<file path="src/hdl/utd_pkg.sv">
package utd_pkg;

	localparam int ByteW = 8;
	localparam int PendW = 3;

	// control characters allowed alongside printable ASCII
	localparam logic [ByteW-1:0] ChBel = 8'h07;
	localparam logic [ByteW-1:0] ChBs  = 8'h08;
	localparam logic [ByteW-1:0] ChHt  = 8'h09;
	localparam logic [ByteW-1:0] ChLf  = 8'h0A;
	localparam logic [ByteW-1:0] ChFf  = 8'h0C;
	localparam logic [ByteW-1:0] ChCr  = 8'h0D;
	localparam logic [ByteW-1:0] ChEsc = 8'h1B;
	localparam logic [ByteW-1:0] PrintLo = 8'h20;
	localparam logic [ByteW-1:0] PrintHi = 8'h7E;

	localparam logic [1:0] ContTag = 2'b10;
	localparam logic [PendW-1:0] LenBad = 3'd0;

	typedef struct packed {
		logic             zero;
		logic             ascii;
		logic             ascii_ok;
		logic             cont;
		logic [PendW-1:0] lead_len;
	} byte_class_t;

endpackage

</file>
<file path="src/hdl/utd_byte_if.sv">
interface utd_byte_if;
	logic                       valid;
	logic                       ready;
	logic [utd_pkg::ByteW-1:0]  data_byte;

	modport source (output valid, output data_byte, input ready);
	modport sink (input valid, input data_byte, output ready);
endinterface

</file>
<file path="src/hdl/utd_verdict_if.sv">
interface utd_verdict_if;
	logic valid;
	logic ready;
	logic is_utf8;

	modport source (output valid, output is_utf8, input ready);
	modport sink (input valid, input is_utf8, output ready);
endinterface

</file>
<file path="src/hdl/utf8_text_detector.sv">
// channel   dir  payload           role
// in_byte   in   data_byte[7:0]    string bytes, zero ends a string
// verdict   out  is_utf8           one word per string, at the terminator
//
// One byte per cycle unless a verdict stalls. A byte is taken into the input
// register, then scanned against the string state; a terminator's verdict is
// loaded into the output register once that register is free.
// Reset clears the string state and both valid flags. A stalled verdict holds
// the terminator in the input register; non-terminator bytes still advance.
module utf8_text_detector (
	input  logic          clk,
	input  logic          arst_n,
	utd_byte_if.sink      in_byte,
	utd_verdict_if.source verdict
);
	import utd_pkg::*;

	logic             valid_s1;
	logic [ByteW-1:0] byte_s1;
	byte_class_t      cls;
	logic             out_free;
	logic             consume;
	logic             scan_verdict;
	logic             out_valid;
	logic             out_data;

	utd_byte_class u_class (
		.data_byte (byte_s1),
		.cls       (cls)
	);

	// advance unless a terminator waits for a full output register
	assign consume = valid_s1 && (!cls.zero || out_free);
	assign in_byte.ready = !valid_s1 || consume;

	always_ff @(posedge clk or negedge arst_n) begin
		if (!arst_n) begin
			valid_s1 <= 1'b0;
		end else if (in_byte.ready) begin
			valid_s1 <= in_byte.valid;
		end
	end

	always_ff @(posedge clk) begin
		if (in_byte.ready && in_byte.valid) begin
			byte_s1 <= in_byte.data_byte;
		end
	end

	utd_scan u_scan (
		.clk     (clk),
		.arst_n  (arst_n),
		.step    (consume),
		.cls     (cls),
		.verdict (scan_verdict)
	);

	utd_out_reg u_out (
		.clk    (clk),
		.arst_n (arst_n),
		.load   (consume && cls.zero),
		.value  (scan_verdict),
		.take   (verdict.ready),
		.free   (out_free),
		.valid  (out_valid),
		.data   (out_data)
	);

	assign verdict.valid   = out_valid;
	assign verdict.is_utf8 = out_data;

endmodule

</file>
<file path="src/hdl/utd_byte_class.sv">
module utd_byte_class (
	input  logic [utd_pkg::ByteW-1:0] data_byte,
	output utd_pkg::byte_class_t      cls
);
	import utd_pkg::*;

	always_comb begin
		cls.zero     = (data_byte == '0);
		cls.ascii    = ~data_byte[7];
		cls.ascii_ok = (data_byte inside {[PrintLo:PrintHi], ChBel, ChBs, ChHt, ChLf,
			ChFf, ChCr, ChEsc});
		cls.cont     = (data_byte[7:6] == ContTag);
		// continuation bytes a lead opens: one more than the ones after the 11 prefix
		if (!data_byte[5]) begin
			cls.lead_len = 3'd1;
		end else if (!data_byte[4]) begin
			cls.lead_len = 3'd2;
		end else if (!data_byte[3]) begin
			cls.lead_len = 3'd3;
		end else if (!data_byte[2]) begin
			cls.lead_len = 3'd4;
		end else if (!data_byte[1]) begin
			cls.lead_len = 3'd5;
		end else begin
			cls.lead_len = LenBad;
		end
	end

endmodule

</file>
<file path="src/hdl/utd_scan.sv">
module utd_scan (
	input  logic                 clk,
	input  logic                 arst_n,
	input  logic                 step,
	input  utd_pkg::byte_class_t cls,
	output logic                 verdict
);
	import utd_pkg::*;

	logic [PendW-1:0] pending_q, pending_d;
	logic             seen_q, seen_d;
	logic             rejected_q, rejected_d;

	assign verdict = !rejected_q && seen_q;

	always_comb begin
		pending_d  = pending_q;
		seen_d     = seen_q;
		rejected_d = rejected_q;
		if (cls.zero) begin
			pending_d  = '0;
			seen_d     = 1'b0;
			rejected_d = 1'b0;
		end else if (rejected_q) begin
			// drop everything up to the terminator
		end else if (pending_q != '0) begin
			if (!cls.cont) begin
				rejected_d = 1'b1;
			end else begin
				pending_d = pending_q - 3'd1;
				if (pending_q == 3'd1) begin
					seen_d = 1'b1;
				end
			end
		end else if (cls.ascii) begin
			if (!cls.ascii_ok) begin
				rejected_d = 1'b1;
			end
		end else if (cls.cont || cls.lead_len == LenBad) begin
			rejected_d = 1'b1;
		end else begin
			pending_d = cls.lead_len;
		end
	end

	always_ff @(posedge clk or negedge arst_n) begin
		if (!arst_n) begin
			pending_q  <= '0;
			seen_q     <= 1'b0;
			rejected_q <= 1'b0;
		end else if (step) begin
			pending_q  <= pending_d;
			seen_q     <= seen_d;
			rejected_q <= rejected_d;
		end
	end

endmodule

</file>
<file path="src/hdl/utd_text_detector_top_note.sv">
module utd_out_reg (
	input  logic clk,
	input  logic arst_n,
	input  logic load,
	input  logic value,
	input  logic take,
	output logic free,
	output logic valid,
	output logic data
);
	logic valid_q;
	logic data_q;

	assign valid = valid_q;
	assign data  = data_q;
	assign free  = !valid_q || take;

	always_ff @(posedge clk or negedge arst_n) begin
		if (!arst_n) begin
			valid_q <= 1'b0;
		end else if (load) begin
			valid_q <= 1'b1;
		end else if (take) begin
			valid_q <= 1'b0;
		end
	end

	always_ff @(posedge clk) begin
		if (load) begin
			data_q <= value;
		end
	end

endmodule

</file>
<file path="src/flat_wrapper.sv">
// flat-port wrapper written by rule: the top's interface ports become plain ports
module utf8_text_detector_flat import utd_pkg::*;
  (clk, arst_n, in_byte_valid, in_byte_data_byte, in_byte_ready, verdict_valid, verdict_is_utf8, verdict_ready);
  utd_byte_if in_byte_i ();
  utd_verdict_if verdict_i ();
  input  logic clk;
  input  logic arst_n;
  input wire logic [$bits(in_byte_i.valid)-1:0] in_byte_valid;
  input wire logic [$bits(in_byte_i.data_byte)-1:0] in_byte_data_byte;
  output wire logic [$bits(in_byte_i.ready)-1:0] in_byte_ready;
  output wire logic [$bits(verdict_i.valid)-1:0] verdict_valid;
  output wire logic [$bits(verdict_i.is_utf8)-1:0] verdict_is_utf8;
  input wire logic [$bits(verdict_i.ready)-1:0] verdict_ready;
  assign in_byte_i.valid = in_byte_valid;
  assign in_byte_i.data_byte = in_byte_data_byte;
  assign in_byte_ready = in_byte_i.ready;
  assign verdict_valid = verdict_i.valid;
  assign verdict_is_utf8 = verdict_i.is_utf8;
  assign verdict_i.ready = verdict_ready;
  utf8_text_detector u_core (.clk(clk), .arst_n(arst_n), .in_byte(in_byte_i), .verdict(verdict_i));
endmodule
</file>
<file path="config.mk">
export PLATFORM = sky130hd
export DESIGN_NAME = utf8_text_detector_flat
export DESIGN_NICKNAME = d
export VERILOG_FILES = /design/src/hdl/utd_pkg.sv /design/src/hdl/utd_byte_if.sv /design/src/hdl/utd_verdict_if.sv /design/src/hdl/utf8_text_detector.sv /design/src/hdl/utd_byte_class.sv /design/src/hdl/utd_scan.sv /design/src/hdl/utd_text_detector_top_note.sv /design/src/flat_wrapper.sv
export SDC_FILE = /design/constraint.sdc
export NUM_CORES = 1
export LEC_CHECK = 0
export BUFFER_PORTS_ARGS = -buffer_cell sky130_fd_sc_hd__clkbuf_2
export CORE_MARGIN = 5
export CORE_UTILIZATION = 35
export DETAILED_ROUTE_END_ITERATION = 10
export PLACE_DENSITY_LB_ADDON = 0.3
export SYNTH_ARGS = -nofsm -noshare
export SYNTH_HDL_FRONTEND = slang
export SYNTH_HIERARCHICAL = 1
export SYNTH_SLANG_ARGS = --single-unit
</file>
<file path="constraint.sdc">
create_clock -name clk -period 2.77 [get_ports clk]
set_clock_uncertainty 0.2 [all_clocks]
set_input_delay 0.1385 -clock clk [delete_from_list [all_inputs] [get_ports clk]]
set_output_delay 0.1385 -clock clk [all_outputs]
set_load 0.01 [all_outputs]
</file>
## Yosys cells after proc, flatten, opt, wreduce, memory -nomap -nowiden

Cells that the tools add are included.

- Add/sub/neg operators: 1
- Magnitude comparators: 2
- Equality and inequality tests: 12
- Reductions and logical operators: 24
- Mux-type cells: 25

Operators by type and width:

| operator | count |
|---|---|
| $eq A8 B4 Y1 const B | 5 |
| $mux W3 | 11 |
| $mux W1 | 14 |
| $reduce_and A5 Y1 | 2 |
| $eq A8 B3 Y1 const B | 1 |
| $eq A8 B5 Y1 const B | 1 |
| $ge A8 B6 Y1 const B | 1 |
| $le A8 B7 Y1 const B | 1 |
| $logic_not A8 Y1 | 1 |
| $reduce_bool A2 Y1 | 4 |
| $reduce_bool A8 Y1 | 1 |
| $ne A3 B2 Y1 const B | 2 |
| $reduce_bool A3 Y1 | 2 |
| $logic_and A1 B1 Y1 | 5 |
| $logic_not A1 Y1 | 4 |
| $logic_or A1 B1 Y1 | 4 |
| $eq A3 B1 Y1 const B | 1 |
| $logic_not A3 Y1 | 1 |
| $sub A3 B1 Y3 const B | 1 |
| $eq A2 B2 Y1 const B | 1 |
| $ne A2 B1 Y1 const B | 1 |

- Word-level logic and storage cells: 71
- Output and inout port bits: 3
- Input bits: 12
- Register bits after elaboration: 16

## Depth between registers and ports, before layout

Gate-level depths: netlist of run 1.

- Word-level depth: 12
- Depth in mapped cells: 7
- Depth with buffers taken out: 7

## Cells and area by module

Netlist of run 1, hierarchy kept.

By module, submodules not included:

| module | area each (um2) | cells an instance | instances |
|---|---|---|---|
| utd_scan | 372.9 | 43 | 1 |
| utf8_text_detector | 319.1 | 15 | 1 |
| utd_byte_class | 118.9 | 22 | 1 |
| utd_out_reg | 77.6 | 4 | 1 |

## Worst setup path before layout of run 1

Ideal clock, no wire load.

- Path type: register to register
- Start point: register u_core.byte_s1[3]
- End point: register u_core.u_scan.pending_q[0]
- Path buffers: 0
- Stages on the path, launching flop included: 7
- Path slack: 241 ps
- Arrival: 2,246 ps
- Path through: edfxtp_1 > or4_1 > nor2_1 > nand2b_1 > o311ai_2 > or4_1 > o21ai_0

RTL lines:

| element | line | RTL |
|---|---|---|
| start, declared | utf8_text_detector.sv:19 | `logic [ByteW-1:0] byte_s1;` |
| start signal, assigned | utf8_text_detector.sv:46 | `byte_s1 <= in_byte.data_byte;` |
| end signal, assigned | utd_scan.sv:52 | `pending_q <= pending_d;` |
| end, declared | utd_scan.sv:10 | `logic [PendW-1:0] pending_q, pending_d;` |

==> results of run 1 <==
==> worst register-to-register path, delay by kind of cell (launching register included) <==
kind / cells / cell delay, ns
simple gates: 4 / 1.59
flops: 1 / 0.45
compound gates: 2 / 0.25
==> worst paths after layout <==
kind                                         endpoint  slack (ns)  cells after the start
setup / recovery           u_core/u_scan/pending_q[0]        0.20                      6
hold / removal             u_core/u_scan/pending_q[1]        0.02                      2
setup reg to reg           u_core/u_scan/pending_q[0]        0.20                      6
hold reg to reg                  u_core/u_scan/seen_q        0.34                      2
max in group asynchronous    u_core/u_scan/rejected_q        2.18                      2
min in group clk                 u_core/u_scan/seen_q        0.34                      2
==> per-stage QoR <==
stage                     power (mW)  hold WS [ns]  instance area [um2]  setup slack (ns)
final                          0.536        0.0230                 1140             0.203
after global routing           0.580        0.0369                 1140            0.0443
after CTS                      0.541        0.0207                 1140             0.226
after detailed placement       0.405        -0.211                 1000             0.264
after global placement         0.406        -0.215                 1000             0.317
after floorplan                0.374        -0.357                  888             0.241
==> logic make-up after synthesis <==
kind of cell | synth area share
simple gates | 0.254
compound gates | 0.177
flops | 0.501
buf+inv | 0.0254
fa+ha+maj | 0.0423
==> area by class of cell <==
cell class	instances	area, um2	share of cell area
clock buffers	3	22.5	0.0198
clock inverters	1	3.75	0.00329
inverters	6	22.5	0.0198
multi-input cells	62	420	0.369
flip-flops and latches	16	445	0.391
well taps	30	37.5	0.0329
repair buffers	26	188	0.165
==> routing by layer <==
layer / wire [um] / global-route usage / up-vias
li1: - / - / 373
met1: 755 / 0.142 / 318
met2: 905 / 0.202 / 28
met3: 86 / 0.0213 / 2
met4: 19 / 0.0633 / 0
met5: 0 / 0 / -
==> state kept, by name (all words and copies together) (netlist names) <==
signal and flops:
u_core/u_out/data 1, u_core/u_out/valid 1, u_core/u_scan/rejected_q 1, u_core/u_scan/pending_q 3
u_core/byte_s1 8, u_core/valid_s1 1, u_core/u_scan/seen_q 1
==> power by group <==
part / switching (mW) / internal, mW
combinational: 0.0609 / 0.0559
clock: 0.0691 / 0.0522
sequential: 0.0218 / 0.276
total: 0.152 / 0.384
==> layout by cell type (no fill, tap or decap), drive strengths merged, types with 2 or more instances in the layout <==
cell type,synthesis,final
ha,3,3
nand2b,4,4
edfxtp,9,9
or4,2,2
dlygate4sd3,0,11
inv,6,6
a21oi,7,7
nand3,2,2
a31oi,2,2
a21boi,2,2
o21ai,6,6
nor3,2,2
nand2,4,4
nor2,8,8
clkbuf,0,17
nor2b,5,5
dfrtp,7,7
==> flow_summary_export.csv, run 1 <==
group,metric,value,unit
synthesis,ys_ff_latch,16,
synthesis,synthesis.area,888,um2
timing,rsz0062_at_grt,"no",
place,post-dp-hpwl,1.26,mm
drt,finalWirelength,1.77,mm
clocking,clk_pin_slew,0.09,ns
grt,grt-ovfl-total,0,
place,dp_cells,129,
synthesis,ys_top_cells_by_area,"edfxtp_1 30%, dfrtp_1 20%, ha_1 4.2%, a21oi_1 3.9%, o21ai_0 3.4%",
synthesis,syn-num-nets,99,
timing,worstMarginPinSlew,0.639,ns
worst_setup_path,arrival,2.57,ns
pwr,pwr_density_cell,470,nW/um2
synthesis,netlist.top_cell.by_area,"edfxtp_1",
worst_setup_path,critical_path_class,"reg2reg",
clocking,cts-resized-gates,0,
clocking,cts_hold_buffers,11,
drt,drc_errors,0,
run_status,status,"completed",
worst_setup_path,crit_required,2.77,ns
timing,slew_viol_final,0,
synthesis,synth_flop_cell,"edfxtp_1",
grt,grt_pass1_wl,3.19,mm
worst_setup_path,cpMaxStageDelayCell,"or4_1",
worst_setup_path,crit_buf_inv,0,
pwr,vdd_drop_max,0.000296,V
finish,final_cells,144,
drt,firstDrtPassIters,4,
worst_setup_path,r2r_start,"u_core/byte_s1[3]",
floorplan,num_rows,18,
synthesis,synth-edff-count,9,
clocking,cts.sinks,16,
clocking,htree_num_levels,1,
worst_setup_path,crit_start,"u_core/byte_s1[3]",
worst_setup_path,critPathLaunchType,"register",
clocking,clk_path_buf_depth,2,
clocking,root_buffer,"clkbuf_4",
drt,ant_nets,0,
finish,finalNetCount,130,
worst_setup_path,timing.critical_path.mode_cell,"or4_1",
floorplan,die_width,60.4,um
floorplan,start_util,0.362,
drt,route.vias.total,721,
grt,grt_max_degree,10,
timing,post-route-min-period,2.57,ns
worst_setup_path,path_cells,"or4_1, nor2_1, nand2b_1, o311ai_2, or4_1, o21ai_0",
worst_setup_path,critical_path.top_delay_family,"simple AND/OR/NAND/NOR gates",
finish,fill_cells,234,
place,gp_congestion,0.861,
timing,timing.final.crit_share,0.927,
floorplan,coreArea,2450,um2
synthesis,syn_avg_cell_area,10.6,um2
run,maxCapViolCount,0,
timing,setup_viol,0,
finish,areaGrowthSynthToFinish,28.3,%
clocking,cts_tree,"done",
finish,drive_gt1_frac,0.237,
synthesis,synth_cells,84,
grt,antenna_found_initial,0,
synthesis,seq_area_frac_synth,0.501,
timing,slew_headroom,0.570,
pwr,power_leakage,0.505,nW
timing,tns,0,ns
synthesis,yosys.area.top_type_share,0.304,
synthesis,ys_types,33,
synthesis,async_flop_share,0.438,
finish,n_antenna_cell,0,
clocking,clkLatencyLatePin,0.28,ns
clocking,cts_buffers,3,
grt,grtUsageTotal,0.119,
worst_hold_path,min_path_type,"in2async",
worst_setup_path,critPathMaxStageDelay,0.55,ns
timing,fmax,0.390,GHz
drt,drtIter0Drc,30,
timing,finalHoldViolations,0,
synthesis,synth_common_cells,"9 x edfxtp_1, 8 x nor2_1, 7 x a21oi_1, 7 x dfrtp_1",
floorplan,die_h,60.4,um
clocking,post_cts_buffers,0,
drt,wl_per_cell,12.3,um
place,numPortBuffers,14,
worst_setup_path,crit_path_end_kind,"register",
grt,grt_pass1_vias,753,
finish,fin_util,0.464,
synthesis,synth_most_common_cell,"edfxtp_1",
synthesis,ys.warnings.count,6,
floorplan,die-area,3650,um2
drt,via_per_inst,5.01,
floorplan,io_pins,15,
worst_setup_path,cp_max_fo,7,
No activity file was read; power rests on OpenSTA's default activity.
==> run 2, diff against run 1 <==
CTS_BUF_LIST = sky130_fd_sc_hd__clkbuf_8   (was not set)
==> run 2 against run 1 <==
  * Core utilization is 0.76 points higher
  * Register-to-register slack about the same
  * Critical path depth did not move
  * Clock power grew 41%
  * Power is 9.3% higher
  * Combinational power is essentially flat
  * Flip-flop and latch count unchanged
  * Sequential power hardly changed
  * Global-route usage is 0.13 points lower
  * First-iteration DRC count increased by 10%
  * Critical endpoint unchanged
==> flow_summary_export.csv, run 2 (synthesized netlist as in run 1, its figures left out) <==
group,metric,value,unit
timing,slew_viol_final,0,
clocking,clk_path_buf_depth,2,
floorplan,start_util,0.362,
timing,tns,0,ns
finish,drive_gt1_frac,0.237,
clocking,post_cts_buffers,0,
floorplan,die-area,3650,um2
drt,route.vias.total,720,
finish,areaGrowthSynthToFinish,30.4,%
place,gp_congestion,0.861,
worst_setup_path,reg2reg_depth,6,
timing,fmax,0.391,GHz
drt,drc_errors,0,
finish,finalNetCount,130,
clocking,cts-resized-gates,0,
clocking,clk_pin_slew,0.06,ns
grt,antenna_found_initial,0,
place,post-dp-hpwl,1.26,mm
finish,final_cell_mix,"14 x clkbuf_2, 11 x dlygate4sd3_1, 9 x edfxtp_1, 8 x nor2_1",
floorplan,die_width,60.4,um
timing,timing.final.crit_share,0.924,
timing,setup_slack,0.212,ns
finish,largestRegisters,"u_core/byte_s1 x8, u_core/u_scan/pending_q x3",
place,place_ws,0.264,ns
place,numPortBuffers,14,
drt,drtIter0Drc,33,
timing,setup_viol,0,
drt,finalWirelength,1.74,mm
worst_setup_path,crit_required,2.73,ns
clocking,cts.sinks,16,
clocking,clkLatencyLatePin,0.24,ns
timing,post-route-min-period,2.56,ns
worst_setup_path,arrival,2.52,ns
drt,ant_nets,0,
pwr,p_total,0.586,mW
grt,grt_pass1_vias,753,
finish,top_register,"u_core/byte_s1",
floorplan,io_pins,15,
finish,layout_commonest_cell,"clkbuf_2",
worst_hold_path,min_path_type,"in2async",
worst_setup_path,cp_max_fo,7,
drt,via_per_inst,5.00,
clocking,cts_tree,"done",
timing,worstMarginPinSlew,0.619,ns
clocking,cts_buffers,3,
floorplan,num_rows,18,
drt,firstDrtPassIters,4,
finish,fill_cells,229,
timing,rsz0062_at_grt,"no",
run_status,status,"completed",
timing,slew_headroom,0.583,
grt,grtUsageTotal,0.117,
worst_setup_path,critical_path_class,"reg2reg",
worst_setup_path,critPathLaunchType,"register",
clocking,htree_num_levels,1,
worst_setup_path,crit_path_end_kind,"register",
drt,wl_per_cell,12.1,um
finish,largest_register_ff_count,8,
pwr,pwr_density_cell,506,nW/um2
floorplan,die_h,60.4,um
grt,grt_max_degree,10,
run,maxCapViolCount,0,
floorplan,coreArea,2450,um2
grt,grt-ovfl-total,0,
timing,finalHoldViolations,0,
pwr,vdd_drop_max,0.000384,V
pwr,power_leakage,0.513,nW
finish,n_antenna_cell,0,
grt,grt_pass1_wl,3.19,mm
clocking,root_buffer,"clkbuf_8",
## run 2: cell counts in the layout (fill, tap and decap cells not counted)
No cell type changed its count.
## run 2: what timing repair did
| item | 4_1_cts | 5_1_grt |
|---|---|---|
| endpoints found under the hold margin | 17 | 0 |
| hold buffers | 11 | 0 |
| setup endpoints to repair | 0 | 0 |
## run 2: area by class of cell
type,instances,area [um2],share of cell area
Clock buffer,3,41.3,0.0356
Clock inverter,1,3.75,0.00324
Multi-Input combinational cell,62,420,0.363
Sequential cell,16,445,0.384
Inverter,6,22.5,0.0194
Timing Repair Buffer,26,188,0.162
Tap cell,30,37.5,0.0324
## run 2: worst paths after layout
| check | from | endpoint | slack [ns] |
|---|---|---|---|
| min in group clk | u_core/u_scan/seen_q | u_core/u_scan/seen_q | 0.34 |
| max reg2reg | u_core/byte_s1[3] | u_core/u_scan/pending_q[0] | 0.21 |
| max in group asynchronous | arst_n | u_core/u_scan/pending_q[0] | 2.13 |
| max | u_core/byte_s1[3] | u_core/u_scan/pending_q[0] | 0.21 |
| min reg2reg | u_core/u_scan/seen_q | u_core/u_scan/seen_q | 0.34 |
| min | arst_n | u_core/u_scan/pending_q[1] | 0.07 |
## run 2: per-stage QoR
stage	area, um2	hold slack (ns)	util	instances
after global routing	1160	0.0964	0.472	144
final	1160	0.0664	0.472	144
after detailed placement	1000	-0.211	0.409	129
after CTS	1160	0.0700	0.472	144
after floorplan	888	-0.357	-	84
after global placement	1000	-0.215	0.409	129
## run 2: power by group
group / internal (mW) / total, mW / switching, mW
combinational: 0.0559 / 0.116 / 0.0602
sequential: 0.277 / 0.299 / 0.0217
clock: 0.0981 / 0.171 / 0.0732
total: 0.431 / 0.586 / 0.155
## run 2: routing by layer
layer / share of wire / track usage / vias to the layer above / wire length, um
met5: 0 / 0 / - / 0
met4: 0.014 / 0.0538 / 0 / 25
met3: 0.042 / 0.0213 / 5 / 74
met2: 0.51 / 0.202 / 18 / 887
met1: 0.43 / 0.142 / 323 / 756
li1: - / - / 374 / -
## run 2: critical path: stages, from the launching register on
cell,delay (ns)
edfxtp_1,0.44
or4_1,0.55
nor2_1,0.35
nand2b_1,0.18
o311ai_2,0.16
or4_1,0.51
o21ai_0,0.09
==> run 3, diff against run 2 <==
==> constraint.sdc (replaced) <==
create_clock -name clk -period 2.77 [get_ports clk]
set_clock_uncertainty 0.2 [all_clocks]
set_input_delay 0.277 -clock clk [delete_from_list [all_inputs] [get_ports clk]]
set_output_delay 0.277 -clock clk [all_outputs]
set_load 0.01 [all_outputs]
==> run 3 against run 2 <==
  * Core utilization shrank 2.4 points
  * Flip-flop and latch count is the same
  * Fmax rose by 0.26%
  * Clock power barely moved
  * Sequential share of layout area is 2.1 points higher
  * Global-route usage is 0.75 points lower
  * Largest power group unchanged
==> flow_summary_export.csv, run 3 (synthesized netlist as in run 1, its figures left out) <==
group,metric,value,unit
run_status,status,"completed",
pwr,p_sw,0.155,mW
grt,grtUsageTotal,0.110,
run,maxCapViolCount,0,
worst_setup_path,cpMaxStageDelayCell,"or4_1",
drt,wl_per_cell,11.9,um
clocking,clk_pin_slew,0.06,ns
timing,whs,0.00691,ns
worst_setup_path,rrSetupSlack,0.22,ns
place,dp_cells,129,
clocking,root_buffer,"clkbuf_8",
worst_setup_path,crit_required,2.73,ns
drt,route.vias.total,698,
pwr,p_total,0.581,mW
grt,grt_max_degree,10,
worst_setup_path,crit_path_end_kind,"register",
pwr,power_leakage,0.488,nW
grt,grt_pass1_wl,2.98,mm
clocking,clk_path_buf_depth,2,
pwr,vdd_drop_max,0.000384,V
place,gp_congestion,0.861,
pwr,p_comb_frac,0.191,
finish,final_cells,138,
drt,drtIter0Drc,32,
drt,firstDrtPassIters,4,
timing,finalHoldViolations,0,
floorplan,coreArea,2450,um2
timing,worstMarginPinSlew,0.619,ns
finish,drive_gt1_frac,0.250,
worst_setup_path,critical_path_class,"reg2reg",
place,placed_area,1000,um2
timing,tns,0,ns
timing,fmax,0.392,GHz
worst_setup_path,reg2reg_depth,6,
finish,largestRegisters,"u_core/byte_s1 x8, u_core/u_scan/pending_q x3",
worst_setup_path,timing.critical_path.mode_cell,"or4_1",
pwr,p_sw_frac,0.267,
finish,fin_area,1100,um2
finish,largest_register_ff_count,8,
finish,final_cell_mix,"14 x clkbuf_2, 9 x edfxtp_1, 8 x nor2_1, 7 x dfrtp_1, 7 x a21oi_1",
worst_setup_path,arrival,2.51,ns
clocking,clkLatencyLatePin,0.24,ns
timing,setup_slack,0.218,ns
finish,areaGrowthSynthToFinish,23.7,%
floorplan,die_width,60.4,um
drt,drc_errors,0,
clocking,post_cts_buffers,0,
timing,slew_viol_final,0,
worst_setup_path,critPathLaunchType,"register",
timing,timing.final.crit_share,0.921,
clocking,cts_buffers,3,
clocking,htree_num_levels,1,
grt,antenna_found_initial,0,
finish,fin_util,0.448,
worst_setup_path,r2r-end,"u_core/u_scan/pending_q[0]",
finish,finalNetCount,124,
timing,slew_headroom,0.583,
clocking,cts_tree,"done",
worst_setup_path,cp_max_fo,7,
drt,dr_wl_met3,81,um
floorplan,start_util,0.362,
timing,setup_viol,0,
pwr,pwr_density_cell,529,nW/um2
worst_hold_path,min_path_cells,1,
drt,via_per_inst,5.06,
worst_hold_path,min_path_type,"in2reg",
worst_setup_path,r2r_start,"u_core/byte_s1[3]",
place,post-dp-hpwl,1.26,mm
timing,rsz0062_at_grt,"no",
drt,finalWirelength,1.65,mm
drt,routed.top_layer,"met4",
timing,post-route-min-period,2.55,ns
grt,grt_pass1_vias,704,
floorplan,io_pins,15,
pwr,pwr-share-clk,0.295,
worst_hold_path,whs_endpoint,"u_core/byte_s1[2]",
place,place_ws,0.264,ns
worst_hold_path,worstHoldStart,"in_byte_data_byte[2]",
drt,dr_wl_met2,810,um
worst_setup_path,path_cells,"or4_1, nor2_1, nand2b_1, o311ai_2, or4_1, o21ai_0",
drt,wl_met1,730,um
clocking,cts_hold_buffers,4,
clocking,cts-resized-gates,0,
finish,n_antenna_cell,0,
finish,layout_commonest_cell,"clkbuf_2",
clocking,cts.sinks,16,
worst_setup_path,critPathMaxStageDelay,0.55,ns
pwr,p_int,0.426,mW
floorplan,num_rows,18,
floorplan,die_h,60.4,um
grt,grt-ovfl-total,0,
finish,top_register,"u_core/byte_s1",
drt,ant_nets,0,
pwr,seqPwrFrac,0.514,
place,numPortBuffers,14,
floorplan,die-area,3650,um2
-- run 3: cell types whose count changed in the layout (fill, tap and decap cells not counted) --
cell	change
dlygate4sd3_1	-6
-- run 3: power groups by stage --
stage,sequential [mW],clock [mW],combinational (mW)
2_1_floorplan,0.297,0,0.0765
3_3_place_gp,0.303,0,0.104
3_5_place_dp,0.303,0,0.102
4_1_cts,0.298,0.178,0.108
5_1_grt,0.303,0.192,0.128
6_report,0.299,0.171,0.111
-- run 3: how the worst max path moves through the flow --
stage | cells past startpoint | to | startpoint
after floorplan | 6 | u_core/u_scan/pending_q[0] | u_core/byte_s1[3]
after global placement | 6 | u_core/u_scan/pending_q[0] | u_core/byte_s1[3]
after detailed placement | 6 | u_core/u_scan/pending_q[0] | u_core/byte_s1[3]
after CTS | 6 | u_core/u_scan/pending_q[0] | u_core/byte_s1[3]
after global routing | 6 | u_core/u_scan/seen_q | u_core/byte_s1[3]
final | 6 | u_core/u_scan/pending_q[0] | u_core/byte_s1[3]
-- run 3: layout make-up --
type,instances,area (um2)
Multi-Input combinational cell,62,420
Sequential cell,16,445
Clock buffer,3,41.3
Timing Repair Buffer,20,128
Clock inverter,1,3.75
Tap cell,30,37.5
Inverter,6,22.5
Fill cell,232,1360
-- run 3: worst max-delay path: cells and delay by family (launching register included) --
family           cells  cell delay [ns]
flip-flops           1             0.44
AO/OA/AOI/OAI        2             0.25
AND/OR/NAND/NOR      4             1.59
-- run 3: layer usage --
layer | vias up | global-route usage
met3 | 5 | 0.0213
met5 | - | 0
met1 | 305 | 0.136
met2 | 26 | 0.182
met4 | 0 | 0.0538
li1 | 362 | -
